[config.mk]
export PLATFORM = sky130hd
export DESIGN_NAME = utf8_word_tokenizer_classifier
export DESIGN_NICKNAME = d
export VERILOG_FILES = /design/src/sv/utf8wt_pkg.sv /design/src/sv/utf8wt_pos_counter.sv /design/src/sv/utf8wt_word_tracker.sv /design/src/sv/utf8_word_tokenizer_classifier.sv
export SDC_FILE = /design/constraint.sdc
export NUM_CORES = 1
export LEC_CHECK = 0
export ABC_AREA = 1
export BUFFER_PORTS_ARGS = -buffer_cell sky130_fd_sc_hd__buf_2
export CAP_MARGIN = 25
export CORE_MARGIN = 5
export CORE_UTILIZATION = 50
export DETAILED_ROUTE_END_ITERATION = 10
export PLACE_DENSITY = 0.78
export SLEW_MARGIN = 10
export SYNTH_ARGS = -nofsm -noshare
export SYNTH_HDL_FRONTEND = slang
export SYNTH_SLANG_ARGS = --single-unit
[constraint.sdc]
create_clock -name aclk -period 7.9 [get_ports aclk]
set_input_delay 1.58 -clock aclk [delete_from_list [all_inputs] [get_ports aclk]]
set_output_delay 1.58 -clock aclk [all_outputs]
set_load 0.02 [all_outputs]
[src/sv/utf8wt_pkg.sv]
`timescale 1ns / 1ps
// Shared types, constants and byte classification functions for the UTF-8 word tokenizer.
// Used by utf8wt_pos_counter, utf8wt_word_tracker and utf8_word_tokenizer_classifier.
package utf8wt_pkg;

    localparam longint unsigned MAX_TEXT_BYTES_DEF = 64'd1048576;
    localparam longint unsigned MAX_LINES_DEF      = 64'd65536;

    localparam int POS_W  = 20;
    localparam int LEN_W  = 21;
    localparam int LINE_W = 16;
    localparam int COL_W  = 16;

    localparam int TDATA_W = 120;
    localparam int TUSER_W = 5;

    localparam logic [7:0] CONT_MASK  = 8'hC0;
    localparam logic [7:0] CONT_CODE  = 8'h80;
    localparam logic [7:0] CHR_AT     = 8'h40;
    localparam logic [7:0] CHR_DOT    = 8'h2E;
    localparam logic [7:0] CHR_USCORE = 8'h5F;
    localparam logic [7:0] CHR_APOS   = 8'h27;
    localparam logic [7:0] CHR_HYPHEN = 8'h2D;
    localparam logic [7:0] CHR_NL     = 8'h0A;

    localparam logic [7:0] WWW_PREFIX [4] = '{8'h77, 8'h77, 8'h77, 8'h2E};
    localparam logic [2:0] WWW_LEN = 3'd4;

    typedef struct packed {
        logic [POS_W-1:0]  byte_pos;
        logic [POS_W-1:0]  char_pos;
        logic [LINE_W-1:0] line;
        logic [COL_W-1:0]  col;
    } pos_t;

    typedef struct packed {
        logic [LEN_W-1:0] bytes;
        logic [LEN_W-1:0] chars;
        logic             digit;
        logic             upper;
        logic             lower;
        logic             upper_late;
        logic             non_ascii;
        logic             underscore;
        logic             at;
        logic             dot_url;
        logic [2:0]       www_matched;
        logic             www_failed;
        logic             dot_seen;
        logic             dot_pending;
        logic             prev_alpha;
    } acc_t;

    // One byte moving from the input register into the state logic
    typedef struct packed {
        logic       adv;
        logic [7:0] data;
        logic       last;
    } step_t;

    typedef struct packed {
        logic [POS_W-1:0]  start_byte;
        logic [LEN_W-1:0]  byte_length;
        logic [POS_W-1:0]  start_char;
        logic [LEN_W-1:0]  char_length;
        logic [LINE_W-1:0] line_number;
        logic [COL_W-1:0]  column_number;
        logic              has_digit;
        logic              all_upper;
        logic              mixed_case;
        logic              has_underscore;
        logic              url_like;
    } result_t;

    function automatic logic is_upper(logic [7:0] c);
        return (c >= 8'h41) && (c <= 8'h5A);
    endfunction

    function automatic logic is_lower(logic [7:0] c);
        return (c >= 8'h61) && (c <= 8'h7A);
    endfunction

    function automatic logic is_alpha(logic [7:0] c);
        return is_upper(c) || is_lower(c);
    endfunction

    function automatic logic is_digit(logic [7:0] c);
        return (c >= 8'h30) && (c <= 8'h39);
    endfunction

    function automatic logic is_word(logic [7:0] c);
        return is_alpha(c) || is_digit(c) || c[7];
    endfunction

    function automatic logic is_joiner(logic [7:0] c);
        return (c == CHR_APOS) || (c == CHR_HYPHEN) || (c == CHR_USCORE) ||
               (c == CHR_DOT) || (c == CHR_AT);
    endfunction

    function automatic logic is_lead(logic [7:0] c);
        return (c & CONT_MASK) != CONT_CODE;
    endfunction

    // Fold one byte into the word accumulators; lengths saturate at lim
    function automatic acc_t append_byte(acc_t a, logic [7:0] c, logic [LEN_W-1:0] lim);
        acc_t r;
        logic alpha;
        r     = a;
        alpha = is_alpha(c);
        if (is_digit(c)) r.digit = 1'b1;
        if (c[7]) r.non_ascii = 1'b1;
        if (is_lower(c)) r.lower = 1'b1;
        if (is_upper(c)) begin
            r.upper = 1'b1;
            if (a.bytes != '0) r.upper_late = 1'b1;
        end
        if (c == CHR_USCORE) r.underscore = 1'b1;
        if (c == CHR_AT) r.at = 1'b1;
        if ((a.bytes < LEN_W'(4)) && !a.www_failed) begin
            if (c == WWW_PREFIX[a.bytes[1:0]]) r.www_matched = a.www_matched + 3'd1;
            else r.www_failed = 1'b1;
        end
        if (a.dot_pending) begin
            if (alpha) r.dot_url = 1'b1;
            r.dot_pending = 1'b0;
        end
        if ((c == CHR_DOT) && !a.dot_seen) begin
            r.dot_seen    = 1'b1;
            r.dot_pending = a.prev_alpha;
        end
        r.prev_alpha = alpha;
        if (a.bytes < lim) r.bytes = a.bytes + LEN_W'(1);
        if (is_lead(c) && (a.chars < lim)) r.chars = a.chars + LEN_W'(1);
        return r;
    endfunction

endpackage

[src/sv/utf8wt_pos_counter.sv]
`timescale 1ns / 1ps
// Running byte, codepoint, line and column counters of the text stream.
// Depends on utf8wt_pkg for pos_t, step_t and the byte constants.
module utf8wt_pos_counter #(
    parameter longint unsigned MAX_TEXT_BYTES = utf8wt_pkg::MAX_TEXT_BYTES_DEF,
    parameter longint unsigned MAX_LINES      = utf8wt_pkg::MAX_LINES_DEF
) (
    input  logic                aclk,
    input  logic                aresetn,
    input  utf8wt_pkg::step_t   step,
    output utf8wt_pkg::pos_t    pos
);

    localparam logic [utf8wt_pkg::POS_W:0] POS_LIMIT =
        (MAX_TEXT_BYTES < 64'h100000) ? (utf8wt_pkg::POS_W+1)'(MAX_TEXT_BYTES)
                                      : (utf8wt_pkg::POS_W+1)'(64'h100000);
    localparam logic [utf8wt_pkg::LINE_W-1:0] LINE_MAX =
        (MAX_LINES < 64'h10000) ? utf8wt_pkg::LINE_W'(MAX_LINES - 64'd1) : '1;

    utf8wt_pkg::pos_t pos_reg;
    utf8wt_pkg::pos_t pos_next;

    logic [utf8wt_pkg::POS_W:0] byte_inc;
    logic [utf8wt_pkg::POS_W:0] char_inc;

    always_comb begin
        pos_next = pos_reg;
        byte_inc = {1'b0, pos_reg.byte_pos} + (utf8wt_pkg::POS_W+1)'(1);
        char_inc = {1'b0, pos_reg.char_pos} + (utf8wt_pkg::POS_W+1)'(1);
        if (utf8wt_pkg::is_lead(step.data)) begin
            pos_next.char_pos = (char_inc >= POS_LIMIT) ? '0 : char_inc[utf8wt_pkg::POS_W-1:0];
            if (step.data == utf8wt_pkg::CHR_NL) begin
                if (pos_reg.line < LINE_MAX) pos_next.line = pos_reg.line + 16'd1;
                pos_next.col = '0;
            end else if (pos_reg.col != '1) begin
                pos_next.col = pos_reg.col + 16'd1;
            end
        end
        pos_next.byte_pos = (byte_inc >= POS_LIMIT) ? '0 : byte_inc[utf8wt_pkg::POS_W-1:0];
        // end of text: start the next text from zero
        if (step.last) pos_next = '0;
    end

    always_ff @(posedge aclk) begin
        if (!aresetn) begin
            pos_reg <= '0;
        end else if (step.adv) begin
            pos_reg <= pos_next;
        end
    end

    assign pos = pos_reg;

endmodule

[src/sv/utf8wt_word_tracker.sv]
`timescale 1ns / 1ps
// Word boundary tracking, joiner hold and flag accumulation; builds the result of a word.
// Depends on utf8wt_pkg for acc_t, pos_t, step_t, result_t and append_byte.
module utf8wt_word_tracker #(
    parameter longint unsigned MAX_TEXT_BYTES = utf8wt_pkg::MAX_TEXT_BYTES_DEF
) (
    input  logic                 aclk,
    input  logic                 aresetn,
    input  utf8wt_pkg::step_t    step,
    input  utf8wt_pkg::pos_t     pos,
    output logic                 emit,
    output utf8wt_pkg::result_t  result
);

    localparam logic [utf8wt_pkg::LEN_W-1:0] LEN_LIMIT =
        (MAX_TEXT_BYTES < 64'h100000) ? utf8wt_pkg::LEN_W'(MAX_TEXT_BYTES)
                                      : utf8wt_pkg::LEN_W'(64'h100000);

    logic              in_word_reg,  in_word_next;
    logic              held_vld_reg, held_vld_next;
    logic [7:0]        held_reg,     held_next;
    utf8wt_pkg::pos_t  start_reg,    start_next;
    utf8wt_pkg::acc_t  acc_reg,      acc_next;

    logic c_word;
    logic end_word;
    logic www;

    always_comb begin
        c_word        = utf8wt_pkg::is_word(step.data);
        end_word      = 1'b0;
        in_word_next  = in_word_reg;
        held_vld_next = held_vld_reg;
        held_next     = held_reg;
        start_next    = start_reg;
        acc_next      = acc_reg;
        if (in_word_reg) begin
            if (held_vld_reg) begin
                if (c_word) begin
                    // joiner stays: fold it in, then this byte
                    acc_next = utf8wt_pkg::append_byte(
                        utf8wt_pkg::append_byte(acc_reg, held_reg, LEN_LIMIT),
                        step.data, LEN_LIMIT);
                    held_vld_next = 1'b0;
                    held_next     = '0;
                end else begin
                    end_word = 1'b1;
                end
            end else if (c_word) begin
                acc_next = utf8wt_pkg::append_byte(acc_reg, step.data, LEN_LIMIT);
            end else if (utf8wt_pkg::is_joiner(step.data)) begin
                held_next     = step.data;
                held_vld_next = 1'b1;
            end else begin
                end_word = 1'b1;
            end
        end else if (c_word) begin
            start_next   = pos;
            acc_next     = utf8wt_pkg::append_byte('0, step.data, LEN_LIMIT);
            in_word_next = 1'b1;
        end
        emit = end_word || (step.last && in_word_next);
        if (end_word) begin
            in_word_next  = 1'b0;
            held_vld_next = 1'b0;
            held_next     = '0;
        end
    end

    always_comb begin
        www = !acc_next.www_failed && (acc_next.www_matched == utf8wt_pkg::WWW_LEN);
        result.start_byte     = start_next.byte_pos;
        result.byte_length    = acc_next.bytes;
        result.start_char     = start_next.char_pos;
        result.char_length    = acc_next.chars;
        result.line_number    = start_next.line;
        result.column_number  = start_next.col;
        result.has_digit      = acc_next.digit;
        result.all_upper      = acc_next.upper && !acc_next.lower && !acc_next.non_ascii;
        result.mixed_case     = acc_next.upper_late && acc_next.lower;
        result.has_underscore = acc_next.underscore;
        result.url_like       = acc_next.at || www || acc_next.dot_url;
    end

    always_ff @(posedge aclk) begin
        if (!aresetn) begin
            in_word_reg  <= 1'b0;
            held_vld_reg <= 1'b0;
            held_reg     <= '0;
            start_reg    <= '0;
            acc_reg      <= '0;
        end else if (step.adv) begin
            if (step.last) begin
                in_word_reg  <= 1'b0;
                held_vld_reg <= 1'b0;
                held_reg     <= '0;
                start_reg    <= '0;
                acc_reg      <= '0;
            end else begin
                in_word_reg  <= in_word_next;
                held_vld_reg <= held_vld_next;
                held_reg     <= held_next;
                start_reg    <= start_next;
                acc_reg      <= acc_next;
            end
        end
    end

endmodule

[src/sv/utf8_word_tokenizer_classifier.sv]
`timescale 1ns / 1ps
// UTF-8 word tokenizer and classifier: the input register feeds the word and position logic,
// whose result lands in the output register. Throughput one byte per cycle while the output
// register is free; stalls on the result side only hold the input when the output register
// is still occupied.
// Reset: synchronous aresetn clears counters, word state and both valid flags.
module utf8_word_tokenizer_classifier #(
    parameter longint unsigned MAX_TEXT_BYTES = utf8wt_pkg::MAX_TEXT_BYTES_DEF,
    parameter longint unsigned MAX_LINES      = utf8wt_pkg::MAX_LINES_DEF
) (
    input  logic                               aclk,
    input  logic                               aresetn,
    input  logic                               s_tvalid,
    output logic                               s_tready,
    input  logic [7:0]                         s_tdata,  // [7:0] data_byte
    input  logic                               s_tlast,  // end_of_text
    output logic                               m_tvalid,
    input  logic                               m_tready,
    // [19:0] start_byte, [40:20] byte_length, [60:41] start_char, [81:61] char_length,
    // [97:82] line_number, [113:98] column_number, [119:114] zero
    output logic [utf8wt_pkg::TDATA_W-1:0]     m_tdata,
    // [0] has_digit, [1] all_upper, [2] mixed_case, [3] has_underscore, [4] url_like
    output logic [utf8wt_pkg::TUSER_W-1:0]     m_tuser
);

    logic        in_vld_reg;
    logic [7:0]  in_byte_reg;
    logic        in_last_reg;
    logic        out_vld_reg;
    logic [utf8wt_pkg::TDATA_W-1:0] out_data_reg;
    logic [utf8wt_pkg::TUSER_W-1:0] out_user_reg;

    logic                 out_free;
    utf8wt_pkg::step_t    step;
    utf8wt_pkg::pos_t     pos;
    logic                 emit;
    utf8wt_pkg::result_t  result;

    assign out_free  = !out_vld_reg || m_tready;
    assign step.adv  = in_vld_reg && out_free;
    assign step.data = in_byte_reg;
    assign step.last = in_last_reg;
    assign s_tready  = !in_vld_reg || out_free;

    utf8wt_pos_counter #(
        .MAX_TEXT_BYTES (MAX_TEXT_BYTES),
        .MAX_LINES      (MAX_LINES)
    ) u_pos (
        .aclk    (aclk),
        .aresetn (aresetn),
        .step    (step),
        .pos     (pos)
    );

    utf8wt_word_tracker #(
        .MAX_TEXT_BYTES (MAX_TEXT_BYTES)
    ) u_word (
        .aclk    (aclk),
        .aresetn (aresetn),
        .step    (step),
        .pos     (pos),
        .emit    (emit),
        .result  (result)
    );

    always_ff @(posedge aclk) begin
        if (!aresetn) begin
            in_vld_reg <= 1'b0;
        end else if (s_tready) begin
            in_vld_reg <= s_tvalid;
        end
    end

    always_ff @(posedge aclk) begin
        if (s_tvalid && s_tready) begin
            in_byte_reg <= s_tdata;
            in_last_reg <= s_tlast;
        end
    end

    always_ff @(posedge aclk) begin
        if (!aresetn) begin
            out_vld_reg <= 1'b0;
        end else if (step.adv && emit) begin
            out_vld_reg <= 1'b1;
        end else if (m_tready) begin
            out_vld_reg <= 1'b0;
        end
    end

    // load the result only when a word closes
    always_ff @(posedge aclk) begin
        if (step.adv && emit) begin
            out_data_reg <= {6'b0, result.column_number, result.line_number,
                             result.char_length, result.start_char,
                             result.byte_length, result.start_byte};
            out_user_reg <= {result.url_like, result.has_underscore, result.mixed_case,
                             result.all_upper, result.has_digit};
        end
    end

    assign m_tvalid = out_vld_reg;
    assign m_tdata  = out_data_reg;
    assign m_tuser  = out_user_reg;

    a_len_nonzero: assert property (@(posedge aclk) disable iff (!aresetn)
        m_tvalid |-> (m_tdata[40:20] != '0))
        else $error("word result with zero byte length");

    a_chars_le_bytes: assert property (@(posedge aclk) disable iff (!aresetn)
        m_tvalid |-> (m_tdata[81:61] <= m_tdata[40:20]))
        else $error("char length exceeds byte length");

    a_case_exclusive: assert property (@(posedge aclk) disable iff (!aresetn)
        m_tvalid |-> !(m_tuser[1] && m_tuser[2]))
        else $error("all_upper and mixed_case both set");

    a_stall_holds_input: assert property (@(posedge aclk) disable iff (!aresetn)
        (in_vld_reg && !out_free) |=> (in_vld_reg && $stable(in_byte_reg)))
        else $error("input register changed while stalled");

endmodule

==> results of run 1 <==
routing by layer:
metal / part of all wire / global-route usage / vias to the layer above
met1: 0.43 / 0.3227 / 8135
met5: 0.00014 / 0 / -
met4: 0.033 / 0.07974 / 2
li1: - / - / 8642
met3: 0.075 / 0.03768 / 139
met2: 0.46 / 0.4038 / 703
layout by cell type (no fill, tap or decap), drive strengths merged, types with 2 or more instances in the layout:
master / netlist / final
nand4: 40 / 40
a221oi: 4 / 4
a211oi: 18 / 18
clkinvlp: 0 / 2
o22ai: 8 / 8
a31oi: 11 / 11
and3: 2 / 2
a21boi: 2 / 2
dfxtp: 213 / 213
o2111ai: 3 / 3
and2: 8 / 8
nand3b: 3 / 3
nand3: 172 / 172
o41ai: 3 / 3
clkbuf: 52 / 48
o31ai: 4 / 4
o21bai: 7 / 7
ha: 13 / 13
a22oi: 4 / 4
nor4: 14 / 14
nor3b: 6 / 6
o211ai: 9 / 9
buf: 61 / 141
bufinv: 0 / 2
inv: 260 / 262
conb: 1 / 6
a21oi: 199 / 199
nor3: 53 / 53
nor2: 213 / 213
or2: 2 / 2
clkinv: 2 / 16
xnor2: 3 / 3
nand2: 866 / 866
xor2: 27 / 27
o21ai: 158 / 158
edfxtp: 128 / 128
o21a: 6 / 6
worst min-delay path: stages (launching register included):
cell and delay (ps):
dfxtp_1 310, nand2_1 60, a21oi_1 50
worst paths after layout:
kind                             start                    to
setup / recovery        in_byte_reg[3]           m_tdata[92]
hold / removal    u_word.start_reg[63]  u_word.start_reg[63]
setup reg to reg        in_byte_reg[3]           m_tdata[92]
hold reg to reg   u_word.start_reg[63]  u_word.start_reg[63]
area by class of cell:
class / instances / area [um2]
Fill cell: 3491 / 16640
Multi-Input combinational cell: 1870 / 9049
Sequential cell: 341 / 8108
Inverter: 262 / 1013
Clock buffer: 48 / 1008
Timing Repair Buffer: 141 / 729.5
Tap cell: 474 / 593.1
Clock inverter: 20 / 170.2
where the power goes:
group          total [mW]  switching (mW)  leakage [nW]  internal [mW]
Clock                1.69           0.720         0.580          0.974
Sequential           1.86          0.0176          2.99           1.84
Combinational       0.244           0.194          4.39         0.0501
Total                3.79           0.932          7.97           2.86
logic make-up (layout without fill, tap and decap cells):
kind of cell | after synthesis | after routing | share of synthesized area
other | 1 | 6 | 0.0002001
adder cells (fa/ha/maj) | 13 | 13 | 0.008681
AND/OR/NAND/NOR | 1379 | 1379 | 0.3243
buffers and inverters | 375 | 471 | 0.08620
flip-flops | 341 | 341 | 0.4327
AO/OA/AOI/OAI | 442 | 442 | 0.1335
XOR/XNOR | 30 | 30 | 0.01442
through the flow:
stage / setup slack, ps / instances / utilization / hold slack (ps)
after global placement: 3379 / 3087 / 0.5221 / 450.2
after CTS: 3303 / 3156 / 0.5540 / 465.0
after floorplan: 2707 / 2586 / - / 430.1
after detailed placement: 3332 / 3088 / 0.5224 / 455.6
final: 3341 / 3156 / 0.5540 / 462.0
after global routing: 3023 / 3156 / 0.5540 / 479.2
==> results by group, run 1 <==
CTS
  • CTS tree: yes
  • Cts repair resizes: 0
  • Clock Sinks: 341
  • Clock-pin slew on the worst setup and hold paths: ~60 ps
  • H-Tree Level Count: 2
  • Clk_lat worst skew: roughly 550 ps
  • Post-CTS Setup Inserts: 0
  • CTS max path bufs: 3
  • Hold-fix buffers, CTS: 0
  • Total clock buffers created by CTS: 38
  • Clk root buf: clkbuf_16

Timing
  • Worst slew margin: 0.3010
  • Worst Skew: approximately 31 ps
  • Setup violators final: 0
  • Final Hold Violating Endpoints: 0
  • Setup tns final: 0 ps
  • Post-layout min period: roughly 4600 ps
  • FMAX: 0.2194 GHz
  • Worst-Margin Slew: 1049 ps
  • Max Slew Vio Count: 0
  • RSZ-0062 raised after global routing: false
  • Fin crit share: 0.5771

Worst setup path
  • Slowest cell delay on critical path: between 700 and 800 ps
  • Crit path arrival time: around 4700 ps
  • Setup crit end kind: register
  • Buf/Inv on CP: 6
  • CP Launch Type: register
  • Critical-path cell list: inv_2 -> nand3_1 -> nand2_1 -> o21ai_2 -> nand2_2 -> inv_2 -> nor2_4 -> inv_4 -> nor2_8 -> inv_12 -> nor2_8 -> nor2_1 -> nor2_2 -> nor2_1 -> nor2_1 -> nand2_1 -> inv_4 -> buf_4
  • Critical Path RT: roughly 8100 ps
  • R2R depth: 18
  • Crit path kind: register to register
  • Reg2reg setup slack: ~3300 ps
  • Crit-path most repeated cell: nor2_1
  • WP depth: 18
  • CP delay by family, top: buffers and inverters
  • Worst-path fanout max: 61
  • Slowest cell on crit path: buf_4

Finish
  • Final nets: roughly 2,700
  • Fraction of layout cells with a size suffix above 1: 0.1227
  • Post-layout instance area: 20,670 um2
  • Max FFs per register: 114
  • Diode count: 0
  • P&R area growth vs syn: 10.32%

Route
  • Remaining routing DRC violations: 0
  • Antenna-violating nets left: 0
  • Drt wl/cell: roughly 16 um
  • DRT Pass-1 Iters: 5
  • Number of DRC markers in iteration 0: around 1,500
  • Drt total wl: about 51,000 um
  • Vias per cell: between 5 and 6
  • Vias: 17,620

Logic synthesis
  • Sequential area share after synthesis: 0.4327
  • Top-count cell post-synth: nand2_1
  • Async set-reset flop share out of synthesis: 0
  • Yosys top cell area share: 0.2276
  • Distinct cells, synth: slightly below 70
  • Register bit total from synthesis: 341
  • Top cells by area, synth: dfxtp_1 (23%), edfxtp_1 (21%), nand2_1 (17%)
  • Primary FF master, synth: dfxtp_1
  • Syn Inst Count: approximately 2,600
  • Post-synth EDFFs: about 130
  • Syn avg cell area: slightly above 7 um2
  • Synth Cell Area: 18,740 um2
  • Leading area contributor after synthesis: dfxtp_1
  • Synth warn: 0
  • Commonest cells in the synthesized netlist: nand2_1 (846), inv_1 (230), dfxtp_1 (213)

Die
  • Boundary Pins: 140
  • Die Span X: around 200 um
  • Die Y: between 200 and 250 um
  • Die Footprint: between 40,000 and 50,000 um2
  • Core area: roughly 37,000 um2
  • Starting density of the core: 0.5022
  • Row Count: ~70

Hold path
  • Hold Path Stages: 2
  • Hold WC Path Type: register to register

Placement
  • Area post-placement: 19,490 um2
  • Port buffer count: 133
  • Placer Congestion: 0.9525
  • DP HPWL: ~35,000 um

Pwr
  • Leakage: 7.965 nW
  • Power Dens Cells: around 180 nW/um2
  • Overall Power: roughly 3.8 mW
  • Maximum vdd drop: approximately 0.14 mV

Global route
  • Grt ovf: 0
  • Overall routing resource usage: 0.2416
  • Largest net degree at the start of global routing: a little under 100
  • Antenna violations before repair: 1
  • Number of global-route vias before repair: between 15,000 and 20,000
  • First-pass GRT wire length: between 80,000 and 90,000 um

Outcome
  • Outcome: complete, no violations

Run
  • MaxCap Viol Count: 0
Note: power is estimated with default switching activity, not from simulation.
==> run 2, diff against run 1 <==
clock period = 4.7 ns   (was 7.9 ns; I/O delays follow)
==> run 2 against run 1 <==
- sequential share of layout area decreased by 0.34 points
- sequential power increased by 68%
- routed wire length increased by 1.7%
- fmax increased by 19%
- worst hold slack improved by 0.98 ps
- register-to-register slack got worse by 2500 ps
- largest cell class unchanged
==> results by group, run 2 (same netlist as run 1, synthesis figures left out) <==
Outcome
  • Outcome: complete, no violations

Worst setup path
  • Reg2reg start: in_byte_reg[0]
  • R2R depth: 18 (unchanged)
  • Slowest cell delay on critical path: 520 ps (-260 ps)
  • Worst-path fanout max: 54 (-11%)
  • Critical-path cell list: nor2_1 -> nand3_1 -> nand2_1 -> o21ai_2 -> nand2_2 -> inv_2 -> nor2_4 -> inv_4 -> nor2_8 -> inv_12 -> nor2_8 -> nor2_1 -> nor2_2 -> nor2_1 -> nor2_1 -> nand2_1 -> inv_4 -> buf_12
  • Crit-path most repeated cell: nor2_1
  • CP Launch Type: register
  • Reg2reg setup slack: 870 ps (-2470 ps)
  • Crit path arrival time: 4060 ps (-650 ps)
  • Worst R2R End: m_tdata[59]
  • Setup crit end kind: register
  • Slowest cell on crit path: inv_4
  • Critical Path RT: 4930 ps (-3120 ps)
  • Crit path kind: register to register

Route
  • Number of DRC markers in iteration 0: 1,613 (+4.7%)
  • Antenna-violating nets left: 0 (unchanged)
  • Vias: 17,650 (+0.15%)
  • Drt wl/cell: 16.49 um (+1.3%)
  • DRT Pass-1 Iters: 6 (+1)
  • Remaining routing DRC violations: 0 (unchanged)
  • Drt total wl: 52,250 um (+1.7%)
  • Vias per cell: 5.569 (-0.26%)

Placement
  • Port buffer count: 133 (unchanged)
  • Dpl cells: 3,097 (+0.29%)
  • DP HPWL: 36,500 um (+3.9%)
  • Placer Congestion: 0.9760 (+2.5%)

Hold path
  • Hold WC Path Type: register to register
  • Min-delay src: u_word.start_reg[8]
  • Hold Path Sink: u_word.start_reg[8]
  • Hold Path Stages: 2 (unchanged)

Timing
  • Worst-Margin Slew: 852.2 ps (-196.3 ps)
  • Setup violators final: 0 (unchanged)
  • Max Slew Vio Count: 0 (unchanged)
  • Final Hold Violating Endpoints: 0 (unchanged)
  • FMAX: 0.2612 GHz (+19%)
  • RSZ-0062 raised after global routing: false
  • Worst Skew: 23.86 ps (-6.812 ps)
  • Post-layout min period: 3829 ps (-729.9 ps)
  • Worst slew margin: 0.4266 (+0.1256)
  • Setup tns final: 0 ps (unchanged)
  • Fin crit share: 0.8147 (+0.2376)
  • Hold_ws: 463.0 ps (+0.9790 ps)

Die
  • Core area: 37,310 um2 (unchanged)
  • Boundary Pins: 140 (unchanged)
  • Starting density of the core: 0.5022 (unchanged)
  • Row Count: 71 (unchanged)
  • Die Y: 203.6 um (unchanged)
  • Die Span X: 203.6 um (unchanged)
  • Die Footprint: 41,450 um2 (unchanged)

CTS
  • Clk root buf: clkbuf_16
  • Clock-pin slew on the worst setup and hold paths: 60 ps (about the same)
  • Cts repair resizes: 0 (unchanged)
  • Total clock buffers created by CTS: 39 (+2.6%)
  • Clock Sinks: 341 (unchanged)
  • Hold-fix buffers, CTS: 0 (unchanged)
  • Post-CTS Setup Inserts: 0 (unchanged)
  • CTS tree: yes
  • Clk_lat worst skew: 560 ps (about the same)
  • H-Tree Level Count: 2 (unchanged)
  • CTS max path bufs: 3 (unchanged)

Finish
  • Fin util: 0.5589 (+0.004863)
  • Max FFs per register: 114 (unchanged)
  • Final nets: 2,690 (+0.37%)
  • Most frequent cells in the layout: nand2_1 (845), inv_1 (229), dfxtp_1 (213), a21oi_1 (196), nor2_1 (177)
  • P&R area growth vs syn: 11.28%
  • Diode count: 0 (unchanged)
  • Most common cell after layout, fill and taps aside: nand2_1
  • Final non-filler cell total: 3,169 (+0.41%)
  • Fraction of layout cells with a size suffix above 1: 0.1262 (+0.003490)

Global route
  • Grt ovf: 0 (unchanged)
  • Overall routing resource usage: 0.2471 (+0.005518)
  • Number of global-route vias before repair: 16,680 (+1.2%)
  • Antenna violations before repair: 1 (unchanged)
  • Largest net degree at the start of global routing: 74 (-24%)
  • First-pass GRT wire length: 85,250 um (+1.9%)

Pwr
  • Leakage: 8.042 nW (+0.97%)
  • Comb power frac: 0.065 (about the same)
  • Clock power share: 0.459 (+0.012)
  • Maximum vdd drop: 0.2953 mV (+110%)
  • Seq pwr share: 0.476 (-0.013)
  • Power Dens Cells: 314.0 nW/um2 (+71%)
  • Power Internal: 4.933 mW (+72%)
  • Sw Ratio: 0.2465 (+0.0008793)
  • Overall Power: 6.547 mW (+73%)
  • Net Switching: 1.614 mW (+73%)

Run
  • MaxCap Viol Count: 0 (unchanged)
run 2: cell types whose count changed in the layout (fill, tap and decap cells not counted):
cell and change:
clkinv_1 -2, inv_6 +3, buf_4 +7, clkbuf_8 +3, bufinv_16 -1, buf_12 +2, clkinv_2 -8, clkbuf_1 +4
clkinv_8 -1, clkinv_4 +2, clkbuf_16 +3, clkinvlp_4 +1
run 2: layer usage:
metal	routed length (um)	vias up	track usage
met3	4094	131	0.04579
met5	7	-	0
met4	1664	2	0.08769
li1	-	8655	-
met1	22030	8132	0.3229
met2	24450	728	0.4130
run 2: layout make-up:
| type | count | area [um2] |
|---|---|---|
| Fill cell | 3474 | 16460 |
| Multi-Input combinational cell | 1870 | 9049 |
| Sequential cell | 341 | 8108 |
| Clock buffer | 58 | 1140 |
| Inverter | 262 | 1013 |
| Timing Repair Buffer | 150 | 822.0 |
| Tap cell | 474 | 593.1 |
| Clock inverter | 14 | 127.6 |
run 2: worst max-delay path, delay by kind of cell, from the launching register on:
family                 cells  cell delay, ps
AND/OR/NAND/NOR           12            1700
buffers and inverters      5            1200
flip-flops                 1             460
AO/OA/AOI/OAI              1              80
run 2: worst max path at each step:
stage | from | cells past startpoint | endpoint | slack [ps]
5_1_grt | in_byte_reg[3] | 18 | m_tdata[17] | 590
3_3_place_gp | in_byte_reg[0] | 18 | m_tdata[41] | 1070
2_1_floorplan | in_byte_reg[0] | 17 | m_tdata[0] | 90
4_1_cts | in_byte_reg[0] | 18 | m_tdata[17] | 910
3_5_place_dp | in_byte_reg[0] | 18 | m_tdata[59] | 930
6_report | in_byte_reg[0] | 18 | m_tdata[59] | 870
run 2: power by group through the flow:
stage	combinational, mW	sequential (mW)	clock, mW
after CTS	0.421	3.12	3.06
after floorplan	0.301	3.19	0
after global routing	0.463	3.12	3.19
after global placement	0.412	3.18	0
final	0.423	3.12	3.01
after detailed placement	0.419	3.18	0
run 2: through the flow:
| step | area (um2) | setup WS [ps] |
|---|---|---|
| 6_report | 20850 | 871.1 |
| 5_1_grt | 20850 | 592.0 |
| 4_1_cts | 20850 | 913.9 |
| 3_5_place_dp | 19590 | 926.0 |
| 3_3_place_gp | 19570 | 1070 |
| 2_1_floorplan | 18760 | 89.36 |
==> run 3, diff against run 2 <==
ABC_AREA = 0   (was 1)
PLACE_DENSITY = 0.81   (was 0.78)
clock period = 3.5 ns   (was 4.7 ns; I/O delays follow)
==> run 3 against run 2 <==
- worst setup slack worse by 700 ps
- sequential share of layout area grew 0.20 points
- power increased by 35%
- register-to-register slack got worse by 700 ps
- synthesized area fell by 4.9%
- combinational power up 25%
- die area decreased by 4.7%
- largest cell class unchanged
- largest power group unchanged
==> results by group, run 3 <==
Finish
  • Filler Cells Inserted: 3,023 (-13%)
  • Max FFs per register: 114 (unchanged)
  • P&R area growth vs syn: 16.54%
  • Most common cell after layout, fill and taps aside: nand2_1
  • Fraction of layout cells with a size suffix above 1: 0.1589 (+0.03279)
  • Most frequent cells in the layout: nand2_1 (368), dfxtp_1 (210), nor2_1 (136), buf_2 (132), edfxtp_1 (128)
  • Fin util: 0.5864 (+0.02754)
  • Final nets: 2,201 (-18%)

Global route
  • Grt ovf: 0 (unchanged)
  • Met3 Usage GRT: 0.04319 (-0.002603)
  • Antenna violations before repair: 1 (unchanged)
  • Number of global-route vias before repair: 15,400 (-7.7%)
  • Met1 usage: 0.3420 (+0.01910)
  • Overall routing resource usage: 0.2533 (+0.006185)
  • GRT Max-Usage Layer: met2
  • Met2 usage in global routing: 0.4117 (-0.001253)
  • First-pass GRT wire length: 81,670 um (-4.2%)
  • Largest net degree at the start of global routing: 93 (+26%)

CTS
  • CTS tree: yes
  • Hold-fix buffers, CTS: 0 (unchanged)
  • H-Tree Level Count: 2 (unchanged)
  • Total clock buffers created by CTS: 38 (-2.6%)
  • Clk root buf: clkbuf_16
  • Clock Sinks: 341 (unchanged)
  • CTS max path bufs: 3 (unchanged)
  • Clk_lat worst skew: 540 ps (-20 ps)
  • Clock-pin slew on the worst setup and hold paths: 60 ps (about the same)

Hold path
  • Hold Path Stages: 1 (-1)
  • Hold WC Path Type: input pin to register
  • Min-delay src: s_tdata[6]
  • Hold Path Sink: in_byte_reg[6]

Die
  • Die Y: 198.7 um (-2.4%)
  • Boundary Pins: 140 (unchanged)
  • Die Footprint: 39,500 um2 (-4.7%)
  • Core area: 35,400 um2 (-5.1%)
  • Die Span X: 198.7 um (-2.4%)
  • Starting density of the core: 0.5032 (+0.001003)
  • Row Count: 69 (-2.8%)

Worst setup path
  • Critical Path Start: u_word.acc_reg[38]
  • Critical Path RT: 3780 ps (-1150 ps)
  • Crit path arrival time: 3610 ps (-450 ps)
  • Reg2reg start: u_word.acc_reg[38]
  • CP Launch Type: register
  • Reg2reg setup slack: 170 ps (-700 ps)
  • Buf/Inv on CP: 2 (-3)
  • R2R depth: 11 (-7)
  • CP delay by family, top: simple AND/OR/NAND/NOR gates
  • Slowest cell delay on critical path: 430 ps (-90 ps)
  • Critical-path cell list: nand4b_1 -> buf_4 -> nor4_2 -> buf_4 -> mux2i_1 -> nand3_1 -> nor4_4 -> a311o_1 -> o211ai_2 -> mux2i_1 -> a41o_1
  • Slowest cell on crit path: dfxtp_2
  • Worst R2R End: m_tuser[4]
  • Crit path kind: register to register
  • Worst-path fanout max: 11 (-80%)
  • Setup crit end kind: register

Pwr
  • Clock power share: 0.468 (+0.009)
  • Maximum vdd drop: 0.3968 mV (+34%)
  • Seq pwr share: 0.472 (-0.004)
  • Power Internal: 6.776 mW (+37%)
  • Net Switching: 2.074 mW (+29%)
  • Power Dens Cells: 426.4 nW/um2 (+36%)
  • Sw Ratio: 0.2343 (-0.01216)
  • Overall Power: 8.850 mW (+35%)
  • Comb power frac: 0.060 (-0.005)
  • Leakage: 7.758 nW (-3.5%)

Placement
  • DP HPWL: 35,830 um (-1.8%)
  • Placer Congestion: 0.9734 (-0.27%)
  • Port buffer count: 133 (unchanged)

Logic synthesis
  • Primary FF master, synth: dfxtp_1
  • Synth Cell Area: 17,810 um2 (-4.9%)
  • Synth warn: 0 (unchanged)
  • Syn avg cell area: 8.719 um2 (+20%)
  • Async set-reset flop share out of synthesis: 0 (unchanged)
  • Top cells by area, synth: dfxtp_1 (24%), edfxtp_1 (22%), nand2_1 (7.8%)
  • Distinct cells, synth: 87 (+28%)
  • Sequential area share after synthesis: 0.4552 (+0.02249)
  • Syn Inst Count: 2,043 (-21%)
  • Post-synth EDFFs: 128 (unchanged)
  • Top-count cell post-synth: nand2_1
  • Commonest cells in the synthesized netlist: nand2_1 (370), dfxtp_1 (213), nor2_1 (139)
  • Register bit total from synthesis: 341 (unchanged)
  • Yosys top cell area share: 0.2394 (+0.01183)
  • Leading area contributor after synthesis: dfxtp_1

Route
  • Drt total wl: 52,040 um (-0.40%)
  • Remaining routing DRC violations: 0 (unchanged)
  • Vias: 16,180 (-8.3%)
  • Antenna-violating nets left: 0 (unchanged)
  • DRT Pass-1 Iters: 6 (unchanged)
  • Vias per cell: 6.074 (+9.1%)
  • Drt wl/cell: 19.54 um (+18%)
  • Number of DRC markers in iteration 0: 1,602 (-0.68%)

Timing
  • Final Hold Violating Endpoints: 0 (unchanged)
  • Worst slew margin: 0.4206 (-0.006005)
  • Hold_ws: 332.4 ps (-130.6 ps)
  • Setup violators final: 0 (unchanged)
  • RSZ-0062 raised after global routing: false
  • Setup tns final: 0 ps (unchanged)
  • Post-layout min period: 3328 ps (-500.5 ps)
  • FMAX: 0.3004 GHz (+15%)
  • Worst Skew: 34.11 ps (+10.25 ps)
  • Worst-Margin Slew: 867.0 ps (+14.81 ps)
  • Max Slew Vio Count: 0 (unchanged)
  • Fin crit share: 0.9510 (+0.1363)

Outcome
  • Outcome: complete, no violations

Run
  • MaxCap Viol Count: 0 (unchanged)
==> run 3: how the worst max path moves through the flow <==
stage / endpoint / slack [ps] / depth (start not counted)
6_report: m_tuser[4] / 170 / 11
5_1_grt: m_tuser[2] / 30 / 11
4_1_cts: m_tuser[2] / 30 / 11
3_5_place_dp: m_tuser[2] / -90 / 12
3_3_place_gp: m_tuser[2] / -80 / 12
2_1_floorplan: m_tdata[0] / -1570 / 9
==> run 3: stage by stage <==
step / cells / worst slack (ps) / instance area [um2]
4_1_cts: 2663 / 26.55 / 20740
6_report: 2664 / 171.6 / 20760
3_3_place_gp: 2595 / -80.44 / 19430
2_1_floorplan: 2048 / -1572 / 17940
3_5_place_dp: 2596 / -85.81 / 19440
5_1_grt: 2664 / 33.29 / 20760
==> run 3: area by class of cell <==
class | instances | area [um2] | area share
tap | 461 | 576.8 | 0.02779
inverter | 29 | 108.9 | 0.005244
sequential | 341 | 8112 | 0.3908
clock inverter | 23 | 297.8 | 0.01435
timing repair buffer | 244 | 1580 | 0.07613
multi-input combinational | 1521 | 9086 | 0.4377
clock buffer | 44 | 993.5 | 0.04786
antenna | 1 | 2.502 | 0.0001206
==> run 3: cells by family after synthesis <==
logic type | Yosys count | share of synthesized area
adders and majority gates | 13 | 0.009132
other | 1 | 0.0002105
DFF | 341 | 0.4552
muxes | 17 | 0.009693
AOI/OAI and AO/OA | 442 | 0.1716
and+or+nand+nor | 945 | 0.2633
buffers and inverters | 186 | 0.04264
xor gates and xnor gates | 98 | 0.04819
==> run 3: power groups by stage <==
stage	logic [mW]	registers, mW	clock network (mW)
after floorplan	0.316	4.28	0
after detailed placement	0.522	4.26	0
after CTS	0.524	4.18	4.22
final	0.529	4.18	4.14
after global routing	0.564	4.18	4.38
after global placement	0.512	4.26	0
==> run 3: metal layers <==
metal | vias to the layer above | wire length [um]
met4 | 0 | 1878
met1 | 7743 | 22160
met2 | 689 | 24140
met3 | 134 | 3860
li1 | 7614 | -
met5 | - | 0
==> run 3: what timing repair did <==
| item | in CTS | in global routing |
|---|---|---|
| buffers inserted | 0 | 0 |
| resized for setup | 1 | 6 |
| setup endpoints to repair | 2 | 9 |
| pin swaps | 0 | 0 |
==> run 3: worst register-to-register path: cells and delay by family (launching register included) <==
family                 cells  cell delay [ps]
DFF                        1              430
and+or+nand+nor            4             1140
AOI/OAI and AO/OA          3              650
buffers and inverters      2              400
muxes                      2              470
